File: src/rtl/core/hgni_pkg.sv
// ----------------------------------------------------------------------------
// hgni_pkg
// Shared widths, status codes, register indexes and the configuration
// bundle for the halo ghost node index resolver.
// ----------------------------------------------------------------------------
`default_nettype none

package hgni_pkg;

	// field widths
	localparam int NODE_W   = 24;
	localparam int COORD_W  = 12;
	localparam int STRIDE_W = 24;
	localparam int IDX_W    = 28;
	localparam int CFG_W    = 24;
	localparam int CFG_IDX_W = 3;

	// internal arithmetic widths
	localparam int FROW_W  = 14;   // extent_x + 2G + 1
	localparam int IRANK_W = 17;   // halo nodes in one interior layer
	localparam int FRANK_W = 25;   // nodes in one full layer
	localparam int WIDE_W  = 44;   // packed index arithmetic
	localparam int PROD_W  = 42;   // registered products
	localparam int LOC_W   = 26;   // coordinates before band check
	localparam int NARROW_W = 16;  // coordinates inside the band

	localparam int GHOST_ROWS_DEF = 1;

	typedef logic [1:0] status_t;

	localparam status_t ST_OWNED   = 2'd0;
	localparam status_t ST_GHOST   = 2'd1;
	localparam status_t ST_OUTSIDE = 2'd2;
	localparam status_t ST_RANGE   = 2'd3;

	typedef logic [CFG_IDX_W-1:0] cfg_idx_t;

	localparam cfg_idx_t REG_ORIGIN_X     = 3'd0;
	localparam cfg_idx_t REG_ORIGIN_Y     = 3'd1;
	localparam cfg_idx_t REG_ORIGIN_Z     = 3'd2;
	localparam cfg_idx_t REG_EXTENT_X     = 3'd3;
	localparam cfg_idx_t REG_EXTENT_Y     = 3'd4;
	localparam cfg_idx_t REG_EXTENT_Z     = 3'd5;
	localparam cfg_idx_t REG_ROW_STRIDE   = 3'd6;
	localparam cfg_idx_t REG_PLANE_STRIDE = 3'd7;

	// configuration plus values derived from it
	typedef struct packed {
		logic [COORD_W-1:0]  ox;
		logic [COORD_W-1:0]  oy;
		logic [COORD_W-1:0]  oz;
		logic [COORD_W-1:0]  ex;
		logic [COORD_W-1:0]  ey;
		logic [COORD_W-1:0]  ez;
		logic [STRIDE_W-1:0] rs;
		logic [STRIDE_W-1:0] ps;
		logic                is3d;
		logic [FROW_W-1:0]   frow;
		logic [IRANK_W-1:0]  irank;
		logic [FRANK_W-1:0]  frank;
		logic [WIDE_W-1:0]   base_part;
		logic [WIDE_W-1:0]   base_top;
		logic [WIDE_W-1:0]   base_int;
		logic [WIDE_W-1:0]   base_apex;
		logic [WIDE_W-1:0]   total;
	} cfg_t;

endpackage

`default_nettype wire

File: src/rtl/core/hgni_div.sv
// ----------------------------------------------------------------------------
// hgni_div
// Pipelined restoring divider: one quotient bit per stage, a side word
// travels along with each transfer.
// ----------------------------------------------------------------------------
`default_nettype none

module hgni_div (
	input  wire                        clk,
	input  wire                        arst_n,
	input  wire                        en,
	input  wire                        in_v,
	input  wire [hgni_pkg::NODE_W-1:0] dividend,
	input  wire [hgni_pkg::NODE_W-1:0] divisor,
	input  wire [hgni_pkg::NODE_W-1:0] side_in,
	output logic                       out_v,
	output logic [hgni_pkg::NODE_W-1:0] quot,
	output logic [hgni_pkg::NODE_W-1:0] rem,
	output logic [hgni_pkg::NODE_W-1:0] side_out
);
	import hgni_pkg::*;

	logic [NODE_W-1:0] rem_s  [NODE_W];
	logic [NODE_W-1:0] dq_s   [NODE_W];
	logic [NODE_W-1:0] side_s [NODE_W];
	logic              v_s    [NODE_W];

	for (genvar i = 0; i < NODE_W; i++) begin : g_stage
		logic [NODE_W-1:0] rem_p, dq_p, side_p;
		logic              v_p;
		logic [NODE_W:0]   trial, diff;
		logic              ge;

		if (i == 0) begin : g_first
			assign rem_p  = '0;
			assign dq_p   = dividend;
			assign side_p = side_in;
			assign v_p    = in_v;
		end else begin : g_next
			assign rem_p  = rem_s[i-1];
			assign dq_p   = dq_s[i-1];
			assign side_p = side_s[i-1];
			assign v_p    = v_s[i-1];
		end

		// shift in next dividend bit, subtract when it fits
		assign trial = {rem_p, dq_p[NODE_W-1]};
		assign diff  = trial - {1'b0, divisor};
		assign ge    = trial >= {1'b0, divisor};

		always_ff @(posedge clk or negedge arst_n) begin
			if (!arst_n) begin
				v_s[i] <= 1'b0;
			end else if (en) begin
				v_s[i] <= v_p;
			end
		end

		always_ff @(posedge clk) begin
			if (en) begin
				rem_s[i]  <= ge ? diff[NODE_W-1:0] : trial[NODE_W-1:0];
				dq_s[i]   <= {dq_p[NODE_W-2:0], ge};
				side_s[i] <= side_p;
			end
		end
	end

	assign out_v    = v_s[NODE_W-1];
	assign quot     = dq_s[NODE_W-1];
	assign rem      = rem_s[NODE_W-1];
	assign side_out = side_s[NODE_W-1];

endmodule

`default_nettype wire

File: config.mk
export PLATFORM = sky130hd
export DESIGN_NAME = hgni_div
export DESIGN_NICKNAME = d
export VERILOG_FILES = /design/src/rtl/core/hgni_pkg.sv /design/src/rtl/core/hgni_div.sv
export SDC_FILE = /design/constraint.sdc
export NUM_CORES = 2
export LEC_CHECK = 0
export ABC_AREA = 1
export BUFFER_PORTS_ARGS = -buffer_cell sky130_fd_sc_hd__buf_4
export CAP_MARGIN = 20
export CORE_ASPECT_RATIO = 0.7
export CORE_MARGIN = 4
export CORE_UTILIZATION = 40
export CTS_CLUSTER_DIAMETER = 40
export DETAILED_ROUTE_END_ITERATION = 8
export PLACE_DENSITY = 0.63
export SLEW_MARGIN = 25
export SYNTH_ARGS = -nofsm -noshare
export SYNTH_HDL_FRONTEND = slang
export SYNTH_SLANG_ARGS = --single-unit
File: constraint.sdc
create_clock -name clk -period 2.25 [get_ports clk]
set_input_delay 0.225 -clock clk [delete_from_list [all_inputs] [get_ports clk]]
set_output_delay 0.225 -clock clk [all_outputs]
set_load 0.01 [all_outputs]
==> out/summary.json <==
{
  "dr.first_iter.drc_count": 9883,
  "grt_most_used_layer": "met1",
  "setup-violations-final": 71,
  "arr_time_crit_path_ns": 3.11,
  "fmax_achieved_ghz": 0.4325,
  "first_pass_grt_wire_length_mm": 485.0,
  "wl_mm": 334.8,
  "ys_seq_elements": 1752,
  "final_layout_size_suffix_gt1_share_pct": 28.71,
  "antenna_found_initial": 2,
  "dr_total_vias": 93840,
  "clk_pin_slew_worst_paths_ns": 0.06,
  "grt_use_met3_pct": 4.039,
  "finalCritPeriodShare_pct": 102.8,
  "gr-total-overflow": 0,
  "route.detailed.vias_per_inst": 4.934,
  "layout_min_cycle_time_ns": 2.312,
  "first_global_vias": 82850,
  "final_cell_mix": "nand2_1, buf_4, inv_1",
  "synth_area_sq_um": 104200,
  "yosys_warnings": 0,
  "worstSetupEndpointType": "register",
  "fin_nets": 16000,
  "numCtsBuffers": 238,
  "wire_per_inst_um": 17.61,
  "gr_util_met2_pct": 31.50,
  "min_path_cells": 2,
  "status": "finished, violations left",
  "crit_fanout": 8,
  "dp_slack_ns": -0.7615,
  "timing.critical_path.required_ns": 3.04,
  "placement_rows": 156,
  "place.port_buffers": 148,
  "core_region_area_sq_um": 258600,
  "relSlewSlack_pct": 56.11,
  "maxSlewViolCount": 0,
  "fp.dieW_um": 618.0,
  "most_common_library_cell_in_the_layout_ignoring_fill_and_taps": "nand2_1",
  "hold_path_class": "input pin to register",
  "hpwlAfterDp_mm": 245.2,
  "clockBufferDepth": 4,
  "synth_area_per_cell_sq_um": 8.335,
  "drt_pre_antenna_iters": 7,
  "max-vdd-ir-drop_v": 0.0008291,
  "die-area_sq_um": 268800,
  "fin_ws_ns": -0.06225,
  "groute.layer.met1.usage_pct": 37.37,
  "clkLatencyLatePin_ns": 0.92,
  "drt_drc_violations_left": 0,
  "number_of_h_tree_levels": 4,
  "gp_routability_congestion": 0.9774,
  "setup.worst_path.start_class": "register",
  "flow.area_growth_from_synthesis_pct": 40.99,
  "cts.root.buffer_cell": "clkbuf_16",
  "floorplan.die.height_um": 435.0,
  "cts_tree": "yes",
  "cts_num_sinks": 1752,
  "worst_clock_skew_ns": 0.07867,
  "post-route-cell-area_sq_um": 146900,
  "grt_usage_pct": 23.03,
  "synth-seq-area-share_pct": 50.39,
  "initial_utilization_pct": 40.28,
  "power_per_cell_area_nw_per_um2": 1343,
  "path_type_of_the_worst_setup_path": "register to register",
  "finalHoldViolCount": 0,
  "io_pins": 149,
  "netlist-cell-type-count": 36,
  "setup_repair_after_global_routing_missed_its_margin": "yes",
  "p_leak_nw": 71.03,
  "r2r.worst_path.cells": 11,
  "tightest_slew_ns": 0.6584,
  "syn_nets": 13150,
  "post_dp_cell_area_sq_um": 126400,
  "grt_start_max_net_pins": 69,
  "postSynthCellCount": 12500,
  "maxCapViolCount": 0,
  "p_total_w": 0.1973,
  "antenna_violating_nets_post_route": 0,
  "violations": "negative setup slack"
}
-- power by group --
| part | switching [W] | leakage, nW | total (W) | internal (W) |
|---|---|---|---|---|
| logic | 0.0577 | 49.9 | 0.107 | 0.0497 |
| clock network | 0.0155 | 3.83 | 0.0375 | 0.0220 |
| registers | 0.00649 | 17.3 | 0.0523 | 0.0458 |
| total | 0.0798 | 71.0 | 0.197 | 0.118 |
-- cells in the mapped netlist, drive strengths merged --
library cell,instances,share of area [%]
nand2,5051,18
inv,2168,7.8
edfxtp,1728,50
nor2,730,2.7
nand4,707,4.3
nand3,608,3.3
ha,554,6.7
a21oi,269,1.5
xor2,223,1.9
buf,162,1.1
nor3,82,0.60
nand3b,37,0.27
clkbuf,32,0.12
xnor2,26,0.22
dfrtp,24,0.58
fa,23,0.44
o21a,23,0.17
and2,21,0.13
o21ai,16,0.077
or2,9,0.054
mux2,2,0.022
nor4,2,0.012
o21bai,1,0.0072
-- layout make-up --
cell class / count / area (sq um)
Timing Repair Buffer: 2786 / 23870
Clock inverter: 173 / 1852
Multi-Input combinational cell: 8399 / 49980
Antenna cell: 1 / 2.502
Sequential cell: 1752 / 52490
Fill cell: 22220 / 111700
Clock buffer: 262 / 6130
Inverter: 2168 / 8200
Tap cell: 3476 / 4349
-- metal layers --
| metal | vias up | routed length (um) |
|---|---|---|
| li1 | 46310 | - |
| met1 | 43290 | 159800 |
| met2 | 3761 | 134400 |
| met3 | 478 | 32440 |
| met4 | 0 | 8158 |
| met5 | - | 0 |
-- worst paths after layout --
path | from | end | slack [ns]
setup / recovery | rem_s[0][118] | rem_s[0][130] | -0.06
hold / removal | side_in[9] | side_s[0][9] | 0.06
setup reg to reg | rem_s[0][118] | rem_s[0][130] | -0.06
hold reg to reg | side_s[1][68] | side_s[1][92] | 0.37
max in group asynchronous | arst_n | g_stage[17].v_p | 1.42
min in group asynchronous | arst_n | g_stage[6].v_p | 0.47
-- registers in the layout, summed over array words and instances (netlist names) --
signal	flops
out_v	1
side_s	576
rem_s	576
g_stage.v_p	23
dq_s	576
-- repair_timing --
action / 4_1_cts / 5_1_grt
gates cloned: 5 / 52
endpoints found under the hold margin: 308 / 24
hold buffers: 88 / 1
setup buffers: 50 / 280
resized for setup: 146 / 1337
endpoints found under the setup margin: 390 / 564
pin swaps: 19 / 386
-- metrics by stage --
stage | hold slack, ns | cells | utilization (%) | setup TNS [ns]
after detailed placement | 0.1375 | 18110 | 48.89 | -282.81
final | 0.05856 | 19020 | 56.79 | -1.540
after floorplan | -0.07059 | 12500 | - | 0
after CTS | 0.0008863 | 18690 | 52.89 | 0
after global routing | 0.003562 | 19020 | 56.79 | -13.68
after global placement | 0.1356 | 18110 | 48.89 | -270.90
-- critical path, stage by stage (launching register included) --
cell       delay, ns
edfxtp_1        0.49
ha_4            0.33
inv_4           0.04
nor2_4          0.11
inv_2           0.05
buf_6           0.11
nor3_4          0.31
nand3_4         0.21
nand3_4         0.22
clkbuf_16       0.20
nand2_2         0.05
nand2_1         0.06
-- kinds of logic after synthesis --
group	share of synthesized area [%]
DFF	50.39
and+or+nand+nor	29.62
adders and majority gates	7.096
AOI/OAI and AO/OA	1.791
buffers and inverters	8.989
muxes	0.02162
xor gates and xnor gates	2.093
Power figures use the tool's default switching activity.
