**src/rtl/core/hgni_pkg.sv**
```systemverilog
// ----------------------------------------------------------------------------
// hgni_pkg
// Shared widths, status codes, register indexes and the configuration
// bundle for the halo ghost node index resolver.
// ----------------------------------------------------------------------------
`default_nettype none

package hgni_pkg;

	// field widths
	localparam int NODE_W   = 24;
	localparam int COORD_W  = 12;
	localparam int STRIDE_W = 24;
	localparam int IDX_W    = 28;
	localparam int CFG_W    = 24;
	localparam int CFG_IDX_W = 3;

	// internal arithmetic widths
	localparam int FROW_W  = 14;   // extent_x + 2G + 1
	localparam int IRANK_W = 17;   // halo nodes in one interior layer
	localparam int FRANK_W = 25;   // nodes in one full layer
	localparam int WIDE_W  = 44;   // packed index arithmetic
	localparam int PROD_W  = 42;   // registered products
	localparam int LOC_W   = 26;   // coordinates before band check
	localparam int NARROW_W = 16;  // coordinates inside the band

	localparam int GHOST_ROWS_DEF = 1;

	typedef logic [1:0] status_t;

	localparam status_t ST_OWNED   = 2'd0;
	localparam status_t ST_GHOST   = 2'd1;
	localparam status_t ST_OUTSIDE = 2'd2;
	localparam status_t ST_RANGE   = 2'd3;

	typedef logic [CFG_IDX_W-1:0] cfg_idx_t;

	localparam cfg_idx_t REG_ORIGIN_X     = 3'd0;
	localparam cfg_idx_t REG_ORIGIN_Y     = 3'd1;
	localparam cfg_idx_t REG_ORIGIN_Z     = 3'd2;
	localparam cfg_idx_t REG_EXTENT_X     = 3'd3;
	localparam cfg_idx_t REG_EXTENT_Y     = 3'd4;
	localparam cfg_idx_t REG_EXTENT_Z     = 3'd5;
	localparam cfg_idx_t REG_ROW_STRIDE   = 3'd6;
	localparam cfg_idx_t REG_PLANE_STRIDE = 3'd7;

	// configuration plus values derived from it
	typedef struct packed {
		logic [COORD_W-1:0]  ox;
		logic [COORD_W-1:0]  oy;
		logic [COORD_W-1:0]  oz;
		logic [COORD_W-1:0]  ex;
		logic [COORD_W-1:0]  ey;
		logic [COORD_W-1:0]  ez;
		logic [STRIDE_W-1:0] rs;
		logic [STRIDE_W-1:0] ps;
		logic                is3d;
		logic [FROW_W-1:0]   frow;
		logic [IRANK_W-1:0]  irank;
		logic [FRANK_W-1:0]  frank;
		logic [WIDE_W-1:0]   base_part;
		logic [WIDE_W-1:0]   base_top;
		logic [WIDE_W-1:0]   base_int;
		logic [WIDE_W-1:0]   base_apex;
		logic [WIDE_W-1:0]   total;
	} cfg_t;

endpackage

`default_nettype wire

```
**src/rtl/core/hgni_cfg.sv**
```systemverilog
// ----------------------------------------------------------------------------
// hgni_cfg
// Configuration registers and the halo layout sizes derived from them.
// ----------------------------------------------------------------------------
`default_nettype none

module hgni_cfg #(
	parameter int GHOST_ROWS = hgni_pkg::GHOST_ROWS_DEF
) (
	input  wire                          clk,
	input  wire                          arst_n,
	input  wire                          cfg_we,
	input  wire [hgni_pkg::CFG_IDX_W-1:0] cfg_idx,
	input  wire [hgni_pkg::CFG_W-1:0]    cfg_wdata,
	output hgni_pkg::cfg_t               cfg
);
	import hgni_pkg::*;

	localparam logic [7:0] G_V    = 8'(GHOST_ROWS);
	localparam logic [7:0] IROW_V = 8'(2 * GHOST_ROWS + 1);

	logic [COORD_W-1:0]  ox_q, oy_q, oz_q, ex_q, ey_q, ez_q;
	logic [STRIDE_W-1:0] rs_q, ps_q;

	// register writes
	always_ff @(posedge clk or negedge arst_n) begin
		if (!arst_n) begin
			ox_q <= '0;
			oy_q <= '0;
			oz_q <= '0;
			ex_q <= COORD_W'(1);
			ey_q <= COORD_W'(1);
			ez_q <= '0;
			rs_q <= STRIDE_W'(1);
			ps_q <= STRIDE_W'(1);
		end else if (cfg_we) begin
			unique case (cfg_idx)
				REG_ORIGIN_X:     ox_q <= cfg_wdata[COORD_W-1:0];
				REG_ORIGIN_Y:     oy_q <= cfg_wdata[COORD_W-1:0];
				REG_ORIGIN_Z:     oz_q <= cfg_wdata[COORD_W-1:0];
				REG_EXTENT_X:     ex_q <= cfg_wdata[COORD_W-1:0];
				REG_EXTENT_Y:     ey_q <= cfg_wdata[COORD_W-1:0];
				REG_EXTENT_Z:     ez_q <= cfg_wdata[COORD_W-1:0];
				REG_ROW_STRIDE:   rs_q <= cfg_wdata[STRIDE_W-1:0];
				REG_PLANE_STRIDE: ps_q <= cfg_wdata[STRIDE_W-1:0];
				default:          ;
			endcase
		end
	end

	// derived sizes, refreshed every cycle; settle long before an item needs them
	logic [FROW_W-1:0]  frow;
	logic [FROW_W:0]    fy_sum, yi_sum;
	logic [31:0]        irank_c, frank_c, bpart_c, btop_c;
	logic [31:0]        bint_c, znir_c, irfr_c;
	logic [IRANK_W-1:0] irank_q;
	logic [FRANK_W-1:0] frank_q;
	logic [31:0]        bpart_q, btop_q, bint_q, znir_q, irfr_q;

	assign frow    = FROW_W'(ex_q) + FROW_W'(IROW_V);
	assign fy_sum  = (FROW_W+1)'(frow) + (FROW_W+1)'(ey_q);
	assign yi_sum  = (FROW_W+1)'(ey_q) + (FROW_W+1)'(IROW_V);
	assign irank_c = 32'(IROW_V) * 32'(fy_sum);
	assign frank_c = 32'(frow) * 32'(yi_sum);
	assign bpart_c = 32'(G_V) * 32'(frow);
	assign btop_c  = 32'(ey_q) * 32'(IROW_V);
	assign bint_c  = 32'(G_V) * 32'(frank_q);
	assign znir_c  = 32'(ez_q) * 32'(irank_q);
	assign irfr_c  = 32'(IROW_V) * 32'(frank_q);

	always_ff @(posedge clk) begin
		irank_q <= irank_c[IRANK_W-1:0];
		frank_q <= frank_c[FRANK_W-1:0];
		bpart_q <= bpart_c;
		btop_q  <= bpart_c + btop_c;
		bint_q  <= bint_c;
		znir_q  <= znir_c;
		irfr_q  <= irfr_c;
	end

	// zero stride behaves as one
	always_comb begin
		cfg.ox        = ox_q;
		cfg.oy        = oy_q;
		cfg.oz        = oz_q;
		cfg.ex        = ex_q;
		cfg.ey        = ey_q;
		cfg.ez        = ez_q;
		cfg.rs        = (rs_q == '0) ? STRIDE_W'(1) : rs_q;
		cfg.ps        = (ps_q == '0) ? STRIDE_W'(1) : ps_q;
		cfg.is3d      = (ez_q != '0);
		cfg.frow      = frow;
		cfg.irank     = irank_q;
		cfg.frank     = frank_q;
		cfg.base_part = WIDE_W'(bpart_q);
		cfg.base_top  = WIDE_W'(btop_q);
		cfg.base_int  = WIDE_W'(bint_q);
		cfg.base_apex = WIDE_W'(bint_q) + WIDE_W'(znir_q);
		cfg.total     = (ez_q != '0) ? WIDE_W'(irfr_q) + WIDE_W'(znir_q)
		                             : WIDE_W'(irank_q);
	end

endmodule

`default_nettype wire

```
**config.mk**
```make
export PLATFORM = sky130hd
export DESIGN_NAME = hgni_cfg
export DESIGN_NICKNAME = d
export VERILOG_FILES = /design/src/rtl/core/hgni_pkg.sv /design/src/rtl/core/hgni_cfg.sv
export SDC_FILE = /design/constraint.sdc
export NUM_CORES = 1
export LEC_CHECK = 0
export BUFFER_PORTS_ARGS = -buffer_cell sky130_fd_sc_hd__buf_2
export CAP_MARGIN = 10
export CORE_UTILIZATION = 55
export DETAILED_ROUTE_END_ITERATION = 10
export PLACE_DENSITY = 0.78
export SYNTH_ARGS = -nofsm -noshare
export SYNTH_HDL_FRONTEND = slang
export SYNTH_SLANG_ARGS = --single-unit
```
**constraint.sdc**
```tcl
create_clock -name clk -period 8.6 [get_ports clk]
set_clock_uncertainty 0.2 [all_clocks]
set_input_delay 0.43 -clock clk [delete_from_list [all_inputs] [get_ports clk]]
set_output_delay 0.43 -clock clk [all_outputs]
set_load 0.01 [all_outputs]
```
==> run summary, run 1 <==
YOSYS
--------------------------------------------------------------------------------
Mean post-synth cell area .........................................     9.23 um2
Main flop type after synthesis .................................... sky130_fd_sc_hd__dfxtp_1
Number of enable-type register cells in the synthesized netlist ...            0
Yosys reg bits ....................................................          267
Async set-reset flop share out of synthesis .......................        44.9%
Yosys warning total ...............................................            0
Synthesized instance count ........................................         2813
Syn Std Cell Area .................................................    26000 um2
Share of synthesized area occupied by flip-flops and latches ......        22.9%
Count of different cell masters after synthesis ...................           75

STA
--------------------------------------------------------------------------------
Final setup violation count .......................................            0
RSZ-0062 raised after global routing ..............................        false
Sum of negative setup slack .......................................         0 ns
Hold Violations, Final ............................................            0
Max Freq ..........................................................      132 MHz
Final Cycle Share .................................................        88.2%
Actual slew at the worst max-slew pin .............................     0.909 ns
Worst-case setup margin in the final layout .......................      1.02 ns
Number of max-slew violations in the final report .................            0
Time the worst path needs with I/O delays and setup ...............      7.58 ns
Worst relative slew slack .........................................        39.3%

SETUP PATH
--------------------------------------------------------------------------------
Number of buffer and inverter stages on the critical path .........            3
Critical path class ...............................................      reg2reg
Critical path's largest stage delay ...............................      0.69 ns
WP data arrival ...................................................      7.88 ns
Max stage delay cell, worst path .................................. sky130_fd_sc_hd__xnor2_1
Internal reg-to-reg setup slack ...................................      1.02 ns
Kind of cell adding the most delay to the critical path ...........  adder cells
Largest fanout on the critical path ...............................           11
Worst-path cell chain ............................................. clkinv_1 > ha_1 > nor2b_1 > nand4_1 > xnor2_1 > nor2_1 > fa_1 > fa_1 > fa_1 > fa_1 > inv_1 > fa_1 > inv_1 > ha_1 > a21oi_1 > a21bo_2 > nand2_1 > o211ai_1 > a31oi_1 > o21bai_1 > a21oi_1 > xnor2_1
Type of destination of the critical path ..........................    flip-flop
Setup crit start kind .............................................    flip-flop
Crit path top cell by count ....................................... sky130_fd_sc_hd__fa_1
Endpoint required time on the critical path .......................      8.90 ns

JOB
--------------------------------------------------------------------------------
Max-cap check violation count .....................................            0

DIE
--------------------------------------------------------------------------------
Effective utilization at floorplan ................................        55.8%
Chip Width ........................................................       219 um
Die boundary height ...............................................       219 um
Total Die Area ....................................................    48100 um2
Area inside the core boundary .....................................    46600 um2
Ports .............................................................          427
FP Rows ...........................................................           79

CLOCKING
--------------------------------------------------------------------------------
Post-cts sizing count .............................................            0
Clk pin slew, worst setup/hold paths ..............................      0.06 ns
Root buffer cell .................................................. sky130_fd_sc_hd__clkbuf_16
Post-cts hold buffer count ........................................           19
Number of post-CTS setup repair buffers ...........................            0
Number of levels in the clock H-tree ..............................            1
Sink count of the clock tree ......................................          267
Deepest clock path buffer count ...................................            3
Clock latency on the worst-skew pair ..............................      0.59 ns
CTS buffer count ..................................................           29
TritonCTS clock tree ..............................................        built

DETAILED ROUTING
--------------------------------------------------------------------------------
Detailed-route wire length on metal 1 .............................     31300 um
Top layer reached by signal wires .................................         met4
DRT antenna net count .............................................            0
Number of design rule violations left after detail routing ........            0
1st-pass router iterations ........................................            5
Metal2 WL .........................................................     35400 um
Total number of vias ..............................................        20600
WL met3 ...........................................................      7030 um
Wirelength per Cell ...............................................      20.6 um
Number of DRC markers in iteration 0 ..............................         1570
Routed vias/inst ..................................................         5.54
Overall routed net length .........................................     76400 um

GLOBAL ROUTE
--------------------------------------------------------------------------------
Wire length of the first global-routing pass ......................    117000 um
Via count of the first global-routing pass ........................        21000
Maximum number of pins on one net before global-route repair ......           72
Number of antenna violations at the first check in global routing .            1
GRT Util Overall ..................................................        31.8%
Global-route congestion overflow total ............................            0

PLACE
--------------------------------------------------------------------------------
Worst setup slack after placement .................................      1.19 ns
Count of buffers from port buffering ..............................          315
RD Place Congestion ...............................................        0.977
Post-DP HPWL ......................................................     59600 um

LAYOUT
--------------------------------------------------------------------------------
Inserted Diodes ...................................................            0
Footprint of the multi-input gates ................................    17600 um2
Area occupied by registers ........................................     5950 um2
Count of filler cells inserted in the layout ......................         3916
Layout Area Growth over Synthesis .................................        11.1%
Share of post-route cells with drive strength above 1 .............        16.6%
Layout Nets .......................................................         3656

HOLD PATH
--------------------------------------------------------------------------------
Path category of the worst min-delay check ........................       in2reg

STATUS
--------------------------------------------------------------------------------
Outcome ........................................................... finished clean

final timing paths:
path	start	endpoint	cells past startpoint
setup / recovery	ey_q[0]	frank_q[22]	22
hold reg to reg	frank_q[7]	bint_q[7]	0
max in group asynchronous	arst_n	ey_q[7]	3
setup reg to reg	ey_q[0]	frank_q[22]	22
min in group asynchronous	arst_n	ps_q[18]	2
hold / removal	cfg_wdata[2]	ey_q[2]	3
state kept, by name (all words and copies together), names as in the netlist, 13 cells and up:
signal	flops
frank_q	25
btop_q	15
bpart_q	13
ps_q	24
irfr_q	27
irank_q	15
bint_q	24
znir_q	28
rs_q	24
per-stage QoR:
step                      hold slack, ns  instances  utilization [%]  instance area, um2
after floorplan                  -0.0656       2923                -               26400
after global placement             0.198       3641             59.3               27600
after detailed placement           0.191       3641             59.3               27600
after CTS                         0.0161       3713             61.9               28800
after global routing              0.0330       3713             61.9               28800
final                             0.0356       3713             61.9               28800
Yosys cell counts, types with 4 or more instances:
master / count / area, um2
sky130_fd_sc_hd__clkbuf_1: 111 / 417
sky130_fd_sc_hd__buf_4: 114 / 856
sky130_fd_sc_hd__nor2b_1: 24 / 150
sky130_fd_sc_hd__a31oi_1: 14 / 87.6
sky130_fd_sc_hd__mux2_2: 108 / 1220
sky130_fd_sc_hd__a211oi_1: 12 / 90.1
sky130_fd_sc_hd__a211o_1: 4 / 35.0
sky130_fd_sc_hd__or3_1: 5 / 31.3
sky130_fd_sc_hd__nand2b_1: 22 / 138
sky130_fd_sc_hd__clkinv_1: 5 / 18.8
sky130_fd_sc_hd__dfstp_2: 4 / 105
sky130_fd_sc_hd__a21boi_0: 11 / 82.6
sky130_fd_sc_hd__nand3_1: 15 / 75.1
sky130_fd_sc_hd__a21o_1: 43 / 323
sky130_fd_sc_hd__o21ai_0: 75 / 375
sky130_fd_sc_hd__nor3_1: 24 / 120
sky130_fd_sc_hd__nand2_1: 318 / 1190
sky130_fd_sc_hd__dfrtp_1: 116 / 2900
sky130_fd_sc_hd__ha_1: 265 / 3320
sky130_fd_sc_hd__fa_1: 277 / 5550
sky130_fd_sc_hd__xor2_1: 37 / 324
sky130_fd_sc_hd__nand4_1: 11 / 68.8
sky130_fd_sc_hd__xnor2_1: 123 / 1080
sky130_fd_sc_hd__a21oi_1: 111 / 556
sky130_fd_sc_hd__o31a_1: 4 / 35.0
sky130_fd_sc_hd__o21bai_1: 17 / 128
sky130_fd_sc_hd__o21ai_1: 14 / 70.1
sky130_fd_sc_hd__and2_1: 68 / 425
sky130_fd_sc_hd__nor4_1: 18 / 113
sky130_fd_sc_hd__o211ai_1: 6 / 45.0
sky130_fd_sc_hd__o21a_1: 23 / 173
sky130_fd_sc_hd__dfxtp_1: 147 / 2940
sky130_fd_sc_hd__and3_1: 17 / 106
sky130_fd_sc_hd__nor2_1: 164 / 616
sky130_fd_sc_hd__o31ai_1: 8 / 60.1
sky130_fd_sc_hd__inv_1: 407 / 1530
sky130_fd_sc_hd__nor3b_1: 6 / 45.0
cell usage in the layout (no fill, tap or decap), types with 111 or more instances in the layout:
| cell | count |
|---|---|
| sky130_fd_sc_hd__a21oi_1 | 111 |
| sky130_fd_sc_hd__buf_2 | 314 |
| sky130_fd_sc_hd__conb_1 | 111 |
| sky130_fd_sc_hd__dfrtp_1 | 116 |
| sky130_fd_sc_hd__dfxtp_1 | 147 |
| sky130_fd_sc_hd__fa_1 | 277 |
| sky130_fd_sc_hd__ha_1 | 265 |
| sky130_fd_sc_hd__inv_1 | 407 |
| sky130_fd_sc_hd__nand2_1 | 318 |
| sky130_fd_sc_hd__nor2_1 | 164 |
| sky130_fd_sc_hd__xnor2_1 | 123 |
worst register-to-register path, delay by kind of cell, from the launching register on:
family                   cells  cell delay (ns)
flip-flops                   1             0.63
buffers and inverters        3             0.47
adder cells (fa/ha/maj)      7             3.42
AO/OA/AOI/OAI                6             1.19
XOR/XNOR                     2             0.82
AND/OR/NAND/NOR              4             0.77
kinds of logic (layout without fill, tap and decap cells):
group	Yosys count	in the layout	synth area share, %
AND/OR/NAND/NOR	709	709	12.4
buffers and inverters	641	824	10.9
adder cells (fa/ha/maj)	542	542	34.1
AO/OA/AOI/OAI	383	383	9.43
flip-flops	267	267	22.9
XOR/XNOR	160	160	5.40
multiplexers	110	110	4.76
other	1	111	0.0144
metal layers:
layer / vias to the layer above / GRT usage, %
met5: - / 0
met4: 0 / 10.6
met3: 161 / 6.42
met2: 961 / 52.1
met1: 10100 / 41.9
li1: 9336 / -
layout make-up:
| type | count | share of cell area [%] |
|---|---|---|
| timing repair buffer | 357 | 6.73 |
| inverter | 414 | 5.39 |
| tap | 607 | 2.63 |
| multi-input combinational | 2015 | 61.0 |
| clock buffer | 38 | 2.89 |
| clock inverter | 15 | 0.698 |
| sequential | 267 | 20.6 |
Power of run 1 is not shown: default switching activity piles up to over one toggle a cycle in this logic, so the estimate is an artifact.
==> inputs of run 2 (changes only) <==
--- a/config.mk
+++ b/config.mk
@@ -9,7 +9,7 @@
 export CAP_MARGIN = 10
 export CORE_UTILIZATION = 55
 export DETAILED_ROUTE_END_ITERATION = 10
-export PLACE_DENSITY = 0.78
+export PLACE_DENSITY = 0.81
 export SYNTH_ARGS = -nofsm -noshare
 export SYNTH_HDL_FRONTEND = slang
 export SYNTH_SLANG_ARGS = --single-unit
==> run summary, run 2 (same netlist as run 1, synthesis figures left out) <==
STATUS
--------------------------------------------------------------------------------
Outcome ........................................................... finished clean   unchanged

DETAILED ROUTING
--------------------------------------------------------------------------------
1st-pass router iterations ........................................            5   unchanged
Wirelength per Cell ...............................................      19.8 um   was 20.6 um
Routed vias/inst ..................................................         5.55   was 5.54
Number of DRC markers in iteration 0 ..............................         1531   was 1570
Total number of vias ..............................................        20600   about the same
Overall routed net length .........................................     73600 um   was 76400 um
Number of design rule violations left after detail routing ........            0   unchanged
DRT antenna net count .............................................            0   unchanged

CLOCKING
--------------------------------------------------------------------------------
Number of post-CTS setup repair buffers ...........................            0   unchanged
TritonCTS clock tree ..............................................        built   unchanged
Root buffer cell .................................................. sky130_fd_sc_hd__clkbuf_16   unchanged
Clock latency on the worst-skew pair ..............................      0.60 ns   was 0.59 ns
CTS buffer count ..................................................           30   was 29
Deepest clock path buffer count ...................................            3   unchanged
Clk pin slew, worst setup/hold paths ..............................      0.07 ns   was 0.06 ns
Sink count of the clock tree ......................................          267   unchanged
Number of levels in the clock H-tree ..............................            1   unchanged

GLOBAL ROUTE
--------------------------------------------------------------------------------
Number of antenna violations at the first check in global routing .            1   unchanged
Wire length of the first global-routing pass ......................    114000 um   was 117000 um
Maximum number of pins on one net before global-route repair ......           64   was 72
Global-route congestion overflow total ............................            0   unchanged
Via count of the first global-routing pass ........................        20700   was 21000
GRT Util Overall ..................................................        30.7%   was 31.8%

LAYOUT
--------------------------------------------------------------------------------
Layout Area Growth over Synthesis .................................        11.3%   was 11.1%
Share of post-route cells with drive strength above 1 .............        16.8%   was 16.6%
Final std cells w/o fill ..........................................         3717   was 3713
Largest register FFs ..............................................           28   unchanged
Inserted Diodes ...................................................            0   unchanged
Commonest non-fill, non-tap cells in the layout ................... 407 x sky130_fd_sc_hd__inv_1, 318 x sky130_fd_sc_hd__nand2_1, 314 x sky130_fd_sc_hd__buf_2   unchanged
Top reg by flops ..................................................       znir_q   unchanged
Layout Nets .......................................................         3659   was 3656
Registers with the most flip-flops ................................ znir_q (28), irfr_q (27), frank_q (25)   unchanged
Most common cell after layout, fill and taps aside ................ sky130_fd_sc_hd__inv_1   unchanged
Count of filler cells inserted in the layout ......................         3857   was 3916

STA
--------------------------------------------------------------------------------
Sum of negative setup slack .......................................         0 ns   unchanged
RSZ-0062 raised after global routing ..............................        false   unchanged
Time the worst path needs with I/O delays and setup ...............      7.56 ns   was 7.58 ns
Hold Violations, Final ............................................            0   unchanged
Worst relative slew slack .........................................        17.2%   was 39.3%
Number of max-slew violations in the final report .................            0   unchanged
Final Cycle Share .................................................        87.9%   was 88.2%
Final setup violation count .......................................            0   unchanged
Actual slew at the worst max-slew pin .............................      1.23 ns   was 0.909 ns
Max Freq ..........................................................      132 MHz   about the same
Smallest hold slack ...............................................    0.0331 ns   was 0.0356 ns

JOB
--------------------------------------------------------------------------------
Max-cap check violation count .....................................            0   unchanged

SETUP PATH
--------------------------------------------------------------------------------
Setup crit start kind .............................................    flip-flop   unchanged
Kind of cell adding the most delay to the critical path ...........  adder cells   unchanged
Critical path class ...............................................      reg2reg   unchanged
WP data arrival ...................................................      7.85 ns   was 7.88 ns
Max stage delay cell, worst path .................................. sky130_fd_sc_hd__dfstp_2   was sky130_fd_sc_hd__xnor2_1
Largest fanout on the critical path ...............................           11   unchanged
Type of destination of the critical path ..........................    flip-flop   unchanged
Endpoint required time on the critical path .......................      8.89 ns   was 8.90 ns
Number of buffer and inverter stages on the critical path .........            7   was 3
Critical path's largest stage delay ...............................      0.66 ns   was 0.69 ns
Crit path top cell by count ....................................... sky130_fd_sc_hd__inv_1   was sky130_fd_sc_hd__fa_1

PLACE
--------------------------------------------------------------------------------
RD Place Congestion ...............................................        0.988   was 0.977
Count of buffers from port buffering ..............................          315   unchanged
Placed Cells incl. Taps ...........................................         3642   was 3641
Post-DP HPWL ......................................................     56700 um   was 59600 um

DIE
--------------------------------------------------------------------------------
Die boundary height ...............................................       219 um   unchanged
Chip Width ........................................................       219 um   unchanged
FP Rows ...........................................................           79   unchanged
Effective utilization at floorplan ................................        55.8%   unchanged
Ports .............................................................          427   unchanged
Total Die Area ....................................................    48100 um2   unchanged
Area inside the core boundary .....................................    46600 um2   unchanged

HOLD PATH
--------------------------------------------------------------------------------
Path category of the worst min-delay check ........................       in2reg   unchanged

-- run 2: cell count changes in the layout (fill, tap and decap cells not counted), sizes merged --
cell	change
dlygate4sd3	+1
clkinv	+2
buf	+1
-- run 2: worst paths after layout --
| kind | startpoint | endpoint | slack, ns | cells past startpoint |
|---|---|---|---|---|
| worst max-delay path | ex_q[0] | frank_q[21] | 1.04 | 27 |
| worst min-delay path | cfg_wdata[4] | ey_q[4] | 0.03 | 3 |
| worst max register to register | ex_q[0] | frank_q[21] | 1.04 | 27 |
| worst min register to register | frank_q[14] | bint_q[14] | 0.20 | 0 |
| max in group asynchronous | arst_n | ey_q[2] | 6.66 | 3 |
| min in group asynchronous | arst_n | ps_q[1] | 0.22 | 2 |
-- run 2: area by class of cell --
| class | count | area [um2] | area share [%] |
|---|---|---|---|
| clock inverters | 17 | 234 | 0.810 |
| well taps | 607 | 759 | 2.63 |
| clock buffers | 38 | 831 | 2.88 |
| multi-input cells | 2015 | 17600 | 60.9 |
| inverters | 414 | 1550 | 5.38 |
| flip-flops and latches | 267 | 5950 | 20.6 |
| repair buffers | 359 | 1960 | 6.78 |
-- run 2: metal layers --
layer / part of all wire (%) / wire length (um) / track usage (%)
met1: 41 / 30100 / 40.5
met2: 46 / 33900 / 49.5
met3: 9.5 / 6990 / 6.79
met4: 3.6 / 2630 / 10.6
met5: 0 / 0 / 0
-- run 2: worst reg2reg max path, cell delays in order (launching register included) --
cell	delay (ns)
sky130_fd_sc_hd__dfstp_2	0.66
sky130_fd_sc_hd__inv_1	0.28
sky130_fd_sc_hd__ha_1	0.35
sky130_fd_sc_hd__nor3b_1	0.44
sky130_fd_sc_hd__and3_1	0.24
sky130_fd_sc_hd__xor2_1	0.06
sky130_fd_sc_hd__buf_4	0.19
sky130_fd_sc_hd__inv_1	0.23
sky130_fd_sc_hd__nor2_1	0.11
sky130_fd_sc_hd__fa_1	0.52
sky130_fd_sc_hd__inv_1	0.05
sky130_fd_sc_hd__fa_1	0.53
sky130_fd_sc_hd__inv_1	0.05
sky130_fd_sc_hd__fa_1	0.46
sky130_fd_sc_hd__fa_1	0.49
sky130_fd_sc_hd__inv_1	0.05
sky130_fd_sc_hd__fa_1	0.52
sky130_fd_sc_hd__inv_1	0.04
sky130_fd_sc_hd__ha_1	0.34
sky130_fd_sc_hd__o21a_1	0.20
sky130_fd_sc_hd__o21a_1	0.19
sky130_fd_sc_hd__o21ai_0	0.23
sky130_fd_sc_hd__o2bb2ai_1	0.18
sky130_fd_sc_hd__o31ai_1	0.14
sky130_fd_sc_hd__o311ai_0	0.32
sky130_fd_sc_hd__a21oi_1	0.11
sky130_fd_sc_hd__nor2_1	0.12
sky130_fd_sc_hd__xnor2_1	0.13
-- run 2: repair_timing --
item                      CTS  global route
hold buffers               20             0
hold endpoints to repair   93             0
gates resized for setup     0             0
-- run 2: per-stage QoR --
stage               setup WS [ns]  instance area [um2]  utilization (%)
detailed placement           1.26                27600             59.3
CTS                          1.17                28900             62.1
floorplan                    1.29                26400                -
global placement             1.42                27600             59.3
global route                0.681                28900             62.1
finish                       1.04                28900             62.1
Power of run 2 is left out for the same reason.
